==> config.mk <==
export PLATFORM = sky130hd
export DESIGN_NAME = stereo_level_direction_detector
export DESIGN_NICKNAME = d
export VERILOG_FILES = /design/src/rtl/core/sldd_pkg.sv /design/src/rtl/core/stereo_level_direction_detector.sv
export SDC_FILE = /design/constraint.sdc
export NUM_CORES = 1
export LEC_CHECK = 0
export BUFFER_PORTS_ARGS = -buffer_cell sky130_fd_sc_hd__buf_4
export CAP_MARGIN = 20
export CELL_PAD_IN_SITES_DETAIL_PLACEMENT = 0
export CELL_PAD_IN_SITES_GLOBAL_PLACEMENT = 1
export CORE_MARGIN = 1
export CORE_UTILIZATION = 50
export CTS_CLUSTER_SIZE = 28
export DETAILED_ROUTE_END_ITERATION = 7
export PLACE_DENSITY_LB_ADDON = 0.1
export SYNTH_ARGS = -nofsm -noshare
export SYNTH_HDL_FRONTEND = slang
export SYNTH_SLANG_ARGS = --single-unit
==> constraint.sdc <==
create_clock -name clk -period 14.45 [get_ports clk]
set_input_delay 2.1675 -clock clk [delete_from_list [all_inputs] [get_ports clk]]
set_output_delay 2.1675 -clock clk [all_outputs]
set_load 0.05 [all_outputs]
==> src/rtl/core/sldd_pkg.sv <==
`timescale 1ns / 1ps

package sldd_pkg;

	localparam int unsigned SAMPLE_W = 12;
	localparam int unsigned CFG_W = 12;
	localparam int unsigned CFG_IDX_W = 2;
	localparam int unsigned SMOOTH_DEPTH_DEF = 8;

	localparam logic [CFG_W-1:0] NOISE_FLOOR_RST = 12'd200;
	localparam logic [CFG_W-1:0] SURGE_THRESHOLD_RST = 12'd3000;
	localparam logic [CFG_W-1:0] DIRECTION_RATIO_RST = 12'd384;

	localparam logic [CFG_IDX_W-1:0] CFG_NOISE_FLOOR = 2'd0;
	localparam logic [CFG_IDX_W-1:0] CFG_SURGE_THRESHOLD = 2'd1;
	localparam logic [CFG_IDX_W-1:0] CFG_DIRECTION_RATIO = 2'd2;

	localparam logic [1:0] DIR_UNKNOWN = 2'd0;
	localparam logic [1:0] DIR_LEFT = 2'd1;
	localparam logic [1:0] DIR_RIGHT = 2'd2;
	localparam logic [1:0] DIR_CENTRE = 2'd3;

	typedef struct packed {
		logic [SAMPLE_W-1:0] left_sample;
		logic [SAMPLE_W-1:0] right_sample;
	} sample_t;

	typedef struct packed {
		logic [SAMPLE_W-1:0] left_level;
		logic [SAMPLE_W-1:0] right_level;
		logic [1:0]          sound_direction;
		logic                surge_flag;
	} result_t;

	typedef enum logic [2:0] {
		ST_IDLE,
		ST_READ,
		ST_UPDATE,
		ST_DIVIDE,
		ST_MULT,
		ST_DECIDE
	} state_t;

endpackage

==> src/rtl/core/stereo_level_direction_detector.sv <==
`timescale 1ns / 1ps
// Stereo level and direction detector.
// Sample channel: sample_valid / sample_stall carry one word of a left and right
// 12-bit reading. Result channel: result_valid / result_stall carry one word of
// both smoothed levels, the direction code and the surge flag, one per sample.
// Config channel: cfg_valid / cfg_ready (always ready) writes noise floor (0),
// surge threshold (1) or direction ratio (2); other indexes are ignored.
// Write config only while no sample is in flight.
// A sample is taken in the idle state and passes through read, update, divide
// (bit-serial over sums of SUM_W = 12 + clog2(SMOOTH_DEPTH) bits), multiply
// and decide, where its result is loaded. One sample is in flight at a time;
// the next is taken in the cycle after the result is loaded, so the sample
// rate is set by the bit-serial division of the running sums by the fill count.
// Ring and running-sum update take a read-modify-write through one history
// memory with a registered read.
// The result register frees the core: a new sample is taken while an earlier
// result waits; the core holds in its final step only if that result is still
// stalled when the next one is ready.
// Reset clears sums, write slot, fill flag, state and result valid, and loads the default
// config; the history memory itself is not cleared.
module stereo_level_direction_detector
	import sldd_pkg::*;
#(
	parameter int unsigned SMOOTH_DEPTH = SMOOTH_DEPTH_DEF
) (
	input  logic                 clk,
	input  logic                 arst_n,
	input  logic                 sample_valid,
	output logic                 sample_stall,
	input  sample_t              sample,
	output logic                 result_valid,
	input  logic                 result_stall,
	output result_t              result,
	input  logic                 cfg_valid,
	output logic                 cfg_ready,
	input  logic [CFG_IDX_W-1:0] cfg_index,
	input  logic [CFG_W-1:0]     cfg_data
);

	localparam int unsigned SLOT_W = (SMOOTH_DEPTH > 1) ? $clog2(SMOOTH_DEPTH) : 1;
	localparam int unsigned CNT_W = $clog2(SMOOTH_DEPTH + 1);
	localparam int unsigned SUM_W = SAMPLE_W + $clog2(SMOOTH_DEPTH);
	localparam int unsigned STEP_W = $clog2(SUM_W);
	localparam int unsigned PROD_W = SAMPLE_W + CFG_W;
	localparam logic [SLOT_W-1:0] LAST_SLOT = SLOT_W'(SMOOTH_DEPTH - 1);
	localparam logic [CNT_W-1:0] DEPTH_CNT = CNT_W'(SMOOTH_DEPTH);

	state_t state_q, state_d;

	logic [CFG_W-1:0] noise_floor_q, surge_threshold_q, direction_ratio_q;

	logic [2*SAMPLE_W-1:0] hist_mem [SMOOTH_DEPTH];
	logic [2*SAMPLE_W-1:0] old_pair_q;

	sample_t          sample_q;
	logic [SLOT_W-1:0] slot_q;
	logic             full_q;
	logic [SUM_W-1:0] sum_l_q, sum_r_q;
	logic [CNT_W-1:0] held_q;

	logic [SUM_W-1:0] num_l_q, num_r_q;
	logic [CNT_W-1:0] rem_l_q, rem_r_q;
	logic [STEP_W-1:0] step_q;

	logic [PROD_W-1:0] a256_q, tb_q, at_q, b256_q;

	result_t result_q;
	logic    result_valid_q;

	logic sample_take, result_free;
	logic [SLOT_W-1:0] slot_nxt;
	logic              wrap;
	logic [SUM_W-1:0] sum_l_nxt, sum_r_nxt;
	logic [SAMPLE_W-1:0] old_l, old_r;
	logic [CNT_W:0] trial_l, trial_r;
	logic           qbit_l, qbit_r;
	logic [SAMPLE_W-1:0] lvl_l, lvl_r, lvl_max, op_a, op_b;
	result_t result_nxt;

	assign cfg_ready = 1'b1;
	assign sample_stall = (state_q != ST_IDLE);
	assign sample_take = sample_valid && !sample_stall;
	assign result_free = !result_valid_q || !result_stall;
	assign result_valid = result_valid_q;
	assign result = result_q;

	always_ff @(posedge clk or negedge arst_n) begin
		if (!arst_n) begin
			state_q <= ST_IDLE;
		end else begin
			state_q <= state_d;
		end
	end

	always_comb begin
		state_d = state_q;
		unique case (state_q)
			ST_IDLE: begin
				if (sample_take) begin
					state_d = ST_READ;
				end
			end
			ST_READ:   state_d = ST_UPDATE;
			ST_UPDATE: state_d = ST_DIVIDE;
			ST_DIVIDE: begin
				if (step_q == '0) begin
					state_d = ST_MULT;
				end
			end
			ST_MULT:   state_d = ST_DECIDE;
			ST_DECIDE: begin
				if (result_free) begin
					state_d = ST_IDLE;
				end
			end
			default:   state_d = ST_IDLE;
		endcase
	end

	always_ff @(posedge clk or negedge arst_n) begin
		if (!arst_n) begin
			noise_floor_q <= NOISE_FLOOR_RST;
			surge_threshold_q <= SURGE_THRESHOLD_RST;
			direction_ratio_q <= DIRECTION_RATIO_RST;
		end else if (cfg_valid && cfg_ready) begin
			unique case (cfg_index)
				CFG_NOISE_FLOOR:     noise_floor_q <= cfg_data;
				CFG_SURGE_THRESHOLD: surge_threshold_q <= cfg_data;
				CFG_DIRECTION_RATIO: direction_ratio_q <= cfg_data;
				default: ;
			endcase
		end
	end

	// History ring: read the entry to be replaced at accept, write the new sample in its place in update.
	always_ff @(posedge clk) begin
		if (sample_take) begin
			old_pair_q <= hist_mem[slot_q];
		end
	end

	always_ff @(posedge clk) begin
		if (state_q == ST_UPDATE) begin
			hist_mem[slot_q] <= {sample_q.left_sample, sample_q.right_sample};
		end
	end

	assign old_l = old_pair_q[2*SAMPLE_W-1:SAMPLE_W];
	assign old_r = old_pair_q[SAMPLE_W-1:0];
	assign wrap = (slot_q == LAST_SLOT);
	assign slot_nxt = wrap ? '0 : slot_q + 1'b1;

	// Drop the replaced sample only once the ring has filled.
	always_comb begin
		sum_l_nxt = sum_l_q - (full_q ? SUM_W'(old_l) : '0) + SUM_W'(sample_q.left_sample);
		sum_r_nxt = sum_r_q - (full_q ? SUM_W'(old_r) : '0) + SUM_W'(sample_q.right_sample);
	end

	always_ff @(posedge clk or negedge arst_n) begin
		if (!arst_n) begin
			slot_q <= '0;
			full_q <= 1'b0;
			sum_l_q <= '0;
			sum_r_q <= '0;
		end else if (state_q == ST_UPDATE) begin
			slot_q <= slot_nxt;
			full_q <= full_q || wrap;
			sum_l_q <= sum_l_nxt;
			sum_r_q <= sum_r_nxt;
		end
	end

	always_ff @(posedge clk) begin
		if (sample_take) begin
			sample_q <= sample;
		end
	end

	// Restoring divider, one quotient bit per cycle on each channel.
	always_comb begin
		trial_l = {rem_l_q, num_l_q[SUM_W-1]};
		trial_r = {rem_r_q, num_r_q[SUM_W-1]};
		qbit_l = (trial_l >= {1'b0, held_q});
		qbit_r = (trial_r >= {1'b0, held_q});
	end

	always_ff @(posedge clk or negedge arst_n) begin
		if (!arst_n) begin
			step_q <= '0;
		end else if (state_q == ST_UPDATE) begin
			step_q <= STEP_W'(SUM_W - 1);
		end else if (state_q == ST_DIVIDE) begin
			step_q <= step_q - 1'b1;
		end
	end

	always_ff @(posedge clk) begin
		if (state_q == ST_UPDATE) begin
			held_q <= (full_q || wrap) ? DEPTH_CNT : CNT_W'(slot_nxt);
			num_l_q <= sum_l_nxt;
			num_r_q <= sum_r_nxt;
			rem_l_q <= '0;
			rem_r_q <= '0;
		end else if (state_q == ST_DIVIDE) begin
			num_l_q <= {num_l_q[SUM_W-2:0], qbit_l};
			num_r_q <= {num_r_q[SUM_W-2:0], qbit_r};
			rem_l_q <= qbit_l ? CNT_W'(trial_l - {1'b0, held_q}) : trial_l[CNT_W-1:0];
			rem_r_q <= qbit_r ? CNT_W'(trial_r - {1'b0, held_q}) : trial_r[CNT_W-1:0];
		end
	end

	assign lvl_l = num_l_q[SAMPLE_W-1:0];
	assign lvl_r = num_r_q[SAMPLE_W-1:0];
	assign lvl_max = (lvl_l > lvl_r) ? lvl_l : lvl_r;

	// Treat two silent channels as an even ratio.
	always_comb begin
		if (lvl_l == '0 && lvl_r == '0) begin
			op_a = SAMPLE_W'(1);
			op_b = SAMPLE_W'(1);
		end else begin
			op_a = lvl_l;
			op_b = lvl_r;
		end
	end

	always_ff @(posedge clk) begin
		if (state_q == ST_MULT) begin
			a256_q <= PROD_W'({op_a, 8'd0});
			b256_q <= PROD_W'({op_b, 8'd0});
			tb_q <= PROD_W'(direction_ratio_q) * PROD_W'(op_b);
			at_q <= PROD_W'(op_a) * PROD_W'(direction_ratio_q);
		end
	end

	always_comb begin
		result_nxt.left_level = lvl_l;
		result_nxt.right_level = lvl_r;
		if (lvl_max < noise_floor_q) begin
			result_nxt.sound_direction = DIR_UNKNOWN;
			result_nxt.surge_flag = 1'b0;
		end else begin
			result_nxt.surge_flag = (lvl_max > surge_threshold_q);
			priority if (a256_q > tb_q) begin
				result_nxt.sound_direction = DIR_LEFT;
			end else if (at_q < b256_q) begin
				result_nxt.sound_direction = DIR_RIGHT;
			end else begin
				result_nxt.sound_direction = DIR_CENTRE;
			end
		end
	end

	always_ff @(posedge clk or negedge arst_n) begin
		if (!arst_n) begin
			result_valid_q <= 1'b0;
		end else if (state_q == ST_DECIDE && result_free) begin
			result_valid_q <= 1'b1;
		end else if (!result_stall) begin
			result_valid_q <= 1'b0;
		end
	end

	// Hold the word while stalled; load only when the register is free.
	always_ff @(posedge clk) begin
		if (state_q == ST_DECIDE && result_free) begin
			result_q <= result_nxt;
		end
	end

endmodule
==> metrics.txt, run 1 <==
Worst slew margin=0.331; CP max stage cell=edfxtp_1; area share of fa/ha/maj cells after synthesis=0.253; max-slew violations=0; Post-synth top cells=433 x inv_1, 365 x edfxtp_1, 266 x nand2_1; Final Skew=between 0.06 and 0.07 ns; FILL cells=4803; DR vias=between 15k and 20k; most frequent CP cell=fa_1; DP Cell Count=3255; Highest Clock Rate=158 MHz; TritonCTS buffer count=50; Die H=~240 um; vias in the first global route=between 15k and 20k; Total Routing Usage GR=0.244; CTS tree=built; Post-Syn Nets=around 3.0k; post-route cell area=between 30000 and 40000 sq um; most frequent cell after synthesis=inv_1; CTS hold repair buffers=0; Crit path largest cell delay=between 0.7 and 0.8 ns; fin nets=about 3.0k; WS Path Type=register to register; placed cell areas=approximately 30000 sq um; Seq/Total Area, Yosys=0.456; wire length per cell=~21 um; outcome=finished, final reports clean; top_reg_cell synth=edfxtp_1; Mapped Cells=roughly 2.5k; Post-Synth Simple-Gate Area=0.105; largest family of logic cells by synthesized area=adder cells; DR iter-0 viols=1246; share of layout cells above drive strength 1=0.0960; Clock Pin Slew Worst Setup and Hold Paths=around 0.060 ns; core outline area=approximately 56000 sq um; Starting Density=0.508; Tightest Pin Transition=between 1 and 1.5 ns; Seq cells post-synth=about 450; Synth area leaders=edfxtp_1 38%, fa_1 16%, ha_1 9.6%; IO Port Bufs=slightly above 70; GR Overflow Total=0; DPL Wire Length=about 47000 um; Area Overhead vs Synth=10.0%; Via density=between 5 and 6; worst-path fanout max=18; complex-gate fraction of the synthesized area=0.0829; CTS max path bufs=3; Req. time, crit path=roughly 15 ns; final WL=68700 um; drt drc=0; post-cts resize count=0; # Post-CTS Setup Buffers=0; max-cap viol count=0; H-tree lvl count=2; Final ANT Viol Nets=0; RSZ-0062 raised after global routing=no; hold violation count in the final report=0; routability congestion estimate=approximately 0.85; fin cells=3349; initial antenna violation count=0; crit path cell chain=nor4_1 > nand2_1 > o21ai_0 > buf_4 > nand2_1 > fa_1 > fa_1 > inv_1 > fa_1 > fa_1 > inv_1 > fa_1 > inv_1 > ha_1 > o21ai_0 > a211oi_2 > o211ai_2 > a2111oi_1 > a211o_1 > a21oi_2 > xnor2_1; number of flops mapped to enable cells by yosys=365; CTS Sinks=between 400 and 500; ANT cells=0; row count=87; Mean Syn Cell Area=approximately 11 sq um; xor and xnor area share after synthesis=0.0183; setup TNS=0 ns; yosys synthesis warning count=0; final setup vio count=0; largest net degree at the start of global routing=between 70 and 80; final core utilization=0.558; global-route wire length before repair=approximately 110000 um; die area=~58000 sq um; worst-skew pair later-pin latency=between 0.6 and 0.7 ns; post-synth top area share=0.382; largest area contributor in the netlist=edfxtp_1; io pins=73; 1st-pass router iterations=5; CP Capture Type=register; crit path DAT=about 6.7 ns; crit start category=register; root buffer selected by CTS=clkbuf_16; min Tclk post-route=approximately 6.3 ns; Hold/Removal Path Class=register to register; Post-synth ARST share=0.173; Die Wd=~240 um; synthesized cell area=28700 sq um; Tcrit/Tclk final=0.439; post-synthesis cell type count=63; mux contribution to synthesized area=0.0125
## critical path: cells and delay by family (launching register included)
kind | cells | cell delay [ns]
adder cells (fa/ha/maj) | 6 | 2.64
AO/OA/AOI/OAI | 7 | 1.52
flip-flops | 1 | 0.75
AND/OR/NAND/NOR | 3 | 0.66
buffers and inverters | 4 | 0.35
XOR/XNOR | 1 | 0.12
## metal layers
metal  GRT usage  part of all wire
met2       0.434              0.51
met4      0.0804             0.029
met1       0.310              0.42
met3      0.0289             0.038
met5           0                 0
## path summary, 6_finish.rpt
path | start | endpoint | slack, ns | cells after the start
worst max-delay path | num_l_q[4]$_DFFE_PP_ | at_q[23]$_DFFE_PP_ | 8.11 | 21
max in group asynchronous | arst_n | sum_l_q[12]$_DFFE_PN0P_ | 11.85 | 2
worst max register to register | num_l_q[4]$_DFFE_PP_ | at_q[23]$_DFFE_PP_ | 8.11 | 21
worst min register to register | rem_r_q[3]$_SDFFE_PP0N_ | rem_r_q[3]$_SDFFE_PP0N_ | 0.47 | 2
min in group asynchronous | arst_n | slot_q[2]$_DFFE_PN0P_ | 1.36 | 1
worst min-delay path | rem_r_q[3]$_SDFFE_PP0N_ | rem_r_q[3]$_SDFFE_PP0N_ | 0.47 | 2
## logic make-up after synthesis
kind of cell,Yosys count
AOI/OAI and AO/OA,361
xor gates and xnor gates,60
adders and majority gates,444
buffers and inverters,549
DFF,451
muxes,32
other,1
and+or+nand+nor,614
## layout by cell type (no fill, tap or decap), types with 5 or more instances in the layout
master,Yosys,final
a21o_1,46,46
clkbuf_16,0,50
clkbuf_1,110,13
buf_4,1,101
mux2_2,31,31
dfxtp_1,8,8
clkinv_2,0,12
a211o_1,5,5
nand3_1,7,7
nand4_1,37,37
a21oi_1,56,55
dfstp_2,12,12
nand2_1,266,266
nor2_1,63,62
xor2_1,16,16
clkinv_1,0,8
nor3_1,21,18
o21ai_0,73,73
o21ai_1,24,24
and2_2,0,7
inv_1,433,433
a211oi_1,5,5
fa_1,225,225
xnor2_1,44,44
edfxtp_1,365,365
nor4_1,7,7
nand2b_1,9,9
a22oi_1,96,96
o21a_1,12,12
a31oi_1,9,9
nor2b_1,17,17
ha_1,219,219
and3_1,6,5
or3_1,5,5
and2_1,152,145
dfrtp_1,66,66
## area by class of cell
class,count,area [sq um],area share
multi-input combinational,1512,13600,0.431
sequential,451,13100,0.415
inverter,435,1630,0.0518
clock buffer,64,1310,0.0416
tap,756,946,0.0300
timing repair buffer,101,758,0.0240
clock inverter,30,223,0.00706
## metrics by stage
| stage | hold WS (ns) | setup slack (ns) |
|---|---|---|
| detailed placement | 0.451 | 8.16 |
| global route | 0.491 | 7.74 |
| finish | 0.467 | 8.11 |
| floorplan | 0.421 | 8.83 |
| CTS | 0.467 | 8.15 |
| global placement | 0.433 | 8.29 |
## state kept, by name, summed over array words and instances, names as in the netlist, 4 cells and up
register           count
rem_r_q                4
direction_ratio_q     12
surge_threshold_q     12
rem_l_q                4
step_q                 4
held_q                 4
num_l_q               15
num_r_q               15
b256_q                12
sum_r_q               15
old_pair_q            24
sample_q              24
hist_mem             192
result                27
at_q                  16
tb_q                  24
sum_l_q               15
a256_q                12
noise_floor_q         12
Power of run 1 is left out: the tool's default activity adds up to more than one toggle a clock period on the data nets, which glitch-free logic cannot reach.
==> inputs of run 2 (changes only) <==
==> constraint.sdc (replaced) <==
create_clock -name clk -period 6.05 [get_ports clk]
set_input_delay 0.9075 -clock clk [delete_from_list [all_inputs] [get_ports clk]]
set_output_delay 0.9075 -clock clk [all_outputs]
set_load 0.05 [all_outputs]
==> metrics.txt, run 2 (synthesized netlist as in run 1, its figures left out) <==
routability congestion estimate=0.825 (was 0.848); Largest Register=hist_mem (unchanged); Die Wd=241 um (unchanged); worst-path fanout max=16 (was 18); fin cells=3385 (was 3349); Crit path largest cell delay=0.55 ns (was 0.75 ns); Req. time, crit path=6.39 ns (was 14.77 ns); CTS hold repair buffers=0 (unchanged); DR iter-0 viols=1244 (was 1246); commonest non-fill, non-tap cells in the layout=433 x inv_1, 365 x edfxtp_1, 266 x nand2_1 (unchanged); IO Port Bufs=71 (unchanged); final setup vio count=0 (unchanged); GR Overflow Total=0 (unchanged); vias in the first global route=18.7k (was 18.8k); TritonCTS buffer count=49 (was 50); commonest non-fill, non-tap cell in the layout=inv_1 (unchanged); largest net degree at the start of global routing=74 (was 71); placed cell areas=30300 sq um (was 30000 sq um); share of layout cells above drive strength 1=0.111 (was 0.0960); global-route wire length before repair=106000 um (was 107000 um); Clock Pin Slew Worst Setup and Hold Paths=0.06 ns (about the same); Area Overhead vs Synth=12.0% (was 10.0%); 1st-pass router iterations=5 (unchanged); Final ANT Viol Nets=0 (unchanged); Tcrit/Tclk final=0.946 (was 0.439); Via density=5.39 (was 5.41); max-cap viol count=0 (unchanged); DPL Wire Length=47400 um (was 47000 um); Die H=241 um (unchanged); Top delay family on crit path=adder cells (unchanged); max-slew violations=0 (unchanged); ANT cells=0 (unchanged); crit path cell chain=buf_4 > and2_1 > fa_1 > fa_1 > fa_1 > fa_1 > inv_1 > fa_1 > inv_1 > ha_1 > or3_1 > o211ai_1 > a31oi_1 > and4_1 > a2111oi_4 > a21oi_1 > xnor2_1 (was nor4_1 > nand2_1 > o21ai_0 > buf_4 > nand2_1 > fa_1 > fa_1 > inv_1 > fa_1 > fa_1 > inv_1 > fa_1 > inv_1 > ha_1 > o21ai_0 > a211oi_2 > o211ai_2 > a2111oi_1 > a211o_1 > a21oi_2 > xnor2_1); drt drc=0 (unchanged); row count=87 (unchanged); wire length per cell=20.1 um (was 20.5 um); min Tclk post-route=5.72 ns (was 6.34 ns); CTS tree=built (unchanged); post-route cell area=32100 sq um (was 31500 sq um); Tightest Pin Transition=0.934 ns (was 1.00 ns); outcome=finished, final reports clean (unchanged); fin nets=3075 (was 3038); core outline area=56500 sq um (unchanged); Worst slew margin=0.377 (was 0.331); CTS max path bufs=3 (unchanged); io pins=73 (unchanged); FF+latch area=13100 sq um (unchanged); DP Cell Count=3289 (was 3255); Final Skew=0.0144 ns (was 0.0648 ns); hold violation count in the final report=0 (unchanged); most frequent CP cell=fa_1 (unchanged); WS Path Type=register to register (unchanged); Total Routing Usage GR=0.243 (was 0.244); CP bufs+invs=3 (was 4); max reg flops=192 (unchanged); CP Capture Type=register (unchanged); DR vias=18.3k (was 18.1k); Hold/Removal Path Class=primary input to async pin (was register to register); H-tree lvl count=2 (unchanged); RSZ-0062 raised after global routing=yes (was no); crit start category=register (unchanged); area of the multi-input gates=13600 sq um (about the same); worst-skew pair later-pin latency=0.61 ns (was 0.63 ns); crit path DAT=6.07 ns (was 6.66 ns); FILL cells=4793 (was 4803); final core utilization=0.568 (was 0.558); initial antenna violation count=1 (was 0); Starting Density=0.508 (unchanged); final WL=68000 um (was 68700 um); root buffer selected by CTS=clkbuf_16 (unchanged); die area=58300 sq um (unchanged); CTS Sinks=451 (unchanged); CP max stage cell=fa_1 (was edfxtp_1); setup TNS=0 ns (unchanged); Highest Clock Rate=175 MHz (was 158 MHz)
## run 2: changes by cell type in the layout (fill, tap and decap cells not counted), sizes merged
cell,change
clkinvlp,-4
inv,+1
clkinv,-12
buf,+38
bufinv,+7
clkbuf,+6
## run 2: final cells by class
class	instances	share of cell area
inverters	435	0.0508
clock buffers	70	0.0435
repair buffers	139	0.0332
clock inverters	22	0.0113
well taps	756	0.0295
flip-flops and latches	451	0.408
multi-input cells	1512	0.424
## run 2: path summary, 6_finish.rpt
path,cells past startpoint,slack (ns),end,start
max,17,0.33,tb_q[23]$_DFFE_PP_,num_r_q[10]$_DFFE_PP_
max reg2reg,17,0.33,tb_q[23]$_DFFE_PP_,num_r_q[10]$_DFFE_PP_
min reg2reg,2,0.46,rem_r_q[3]$_SDFFE_PP0N_,rem_r_q[3]$_SDFFE_PP0N_
min in group clk,2,0.46,rem_r_q[3]$_SDFFE_PP0N_,rem_r_q[3]$_SDFFE_PP0N_
min,1,0.1,result_valid$_DFFE_PN0P_,arst_n
max in group asynchronous,3,4.99,noise_floor_q[6]$_DFFE_PN1P_,arst_n
## run 2: repair_timing
item / CTS / global route
setup endpoints to repair: 0 / 7
gates resized for setup: 0 / 7
setup buffers: 0 / 2
hold endpoints to repair: 0 / 0
## run 2: stage by stage
step,hold WS [ns],worst slack [ns]
after CTS,0.0677,0.0584
after global placement,0.436,0.180
after detailed placement,0.449,0.0757
after floorplan,0.421,0.427
after global routing,0.0783,-0.00193
final,0.0951,0.329
## run 2: layer usage
metal	up-vias	track usage	routed length, um
met5	-	0	0
met4	0	0.0775	1940
met3	108	0.0308	3440
met2	438	0.422	34000
met1	9183	0.315	28600
li1	8523	-	-
Power of run 2 is left out for the same reason.
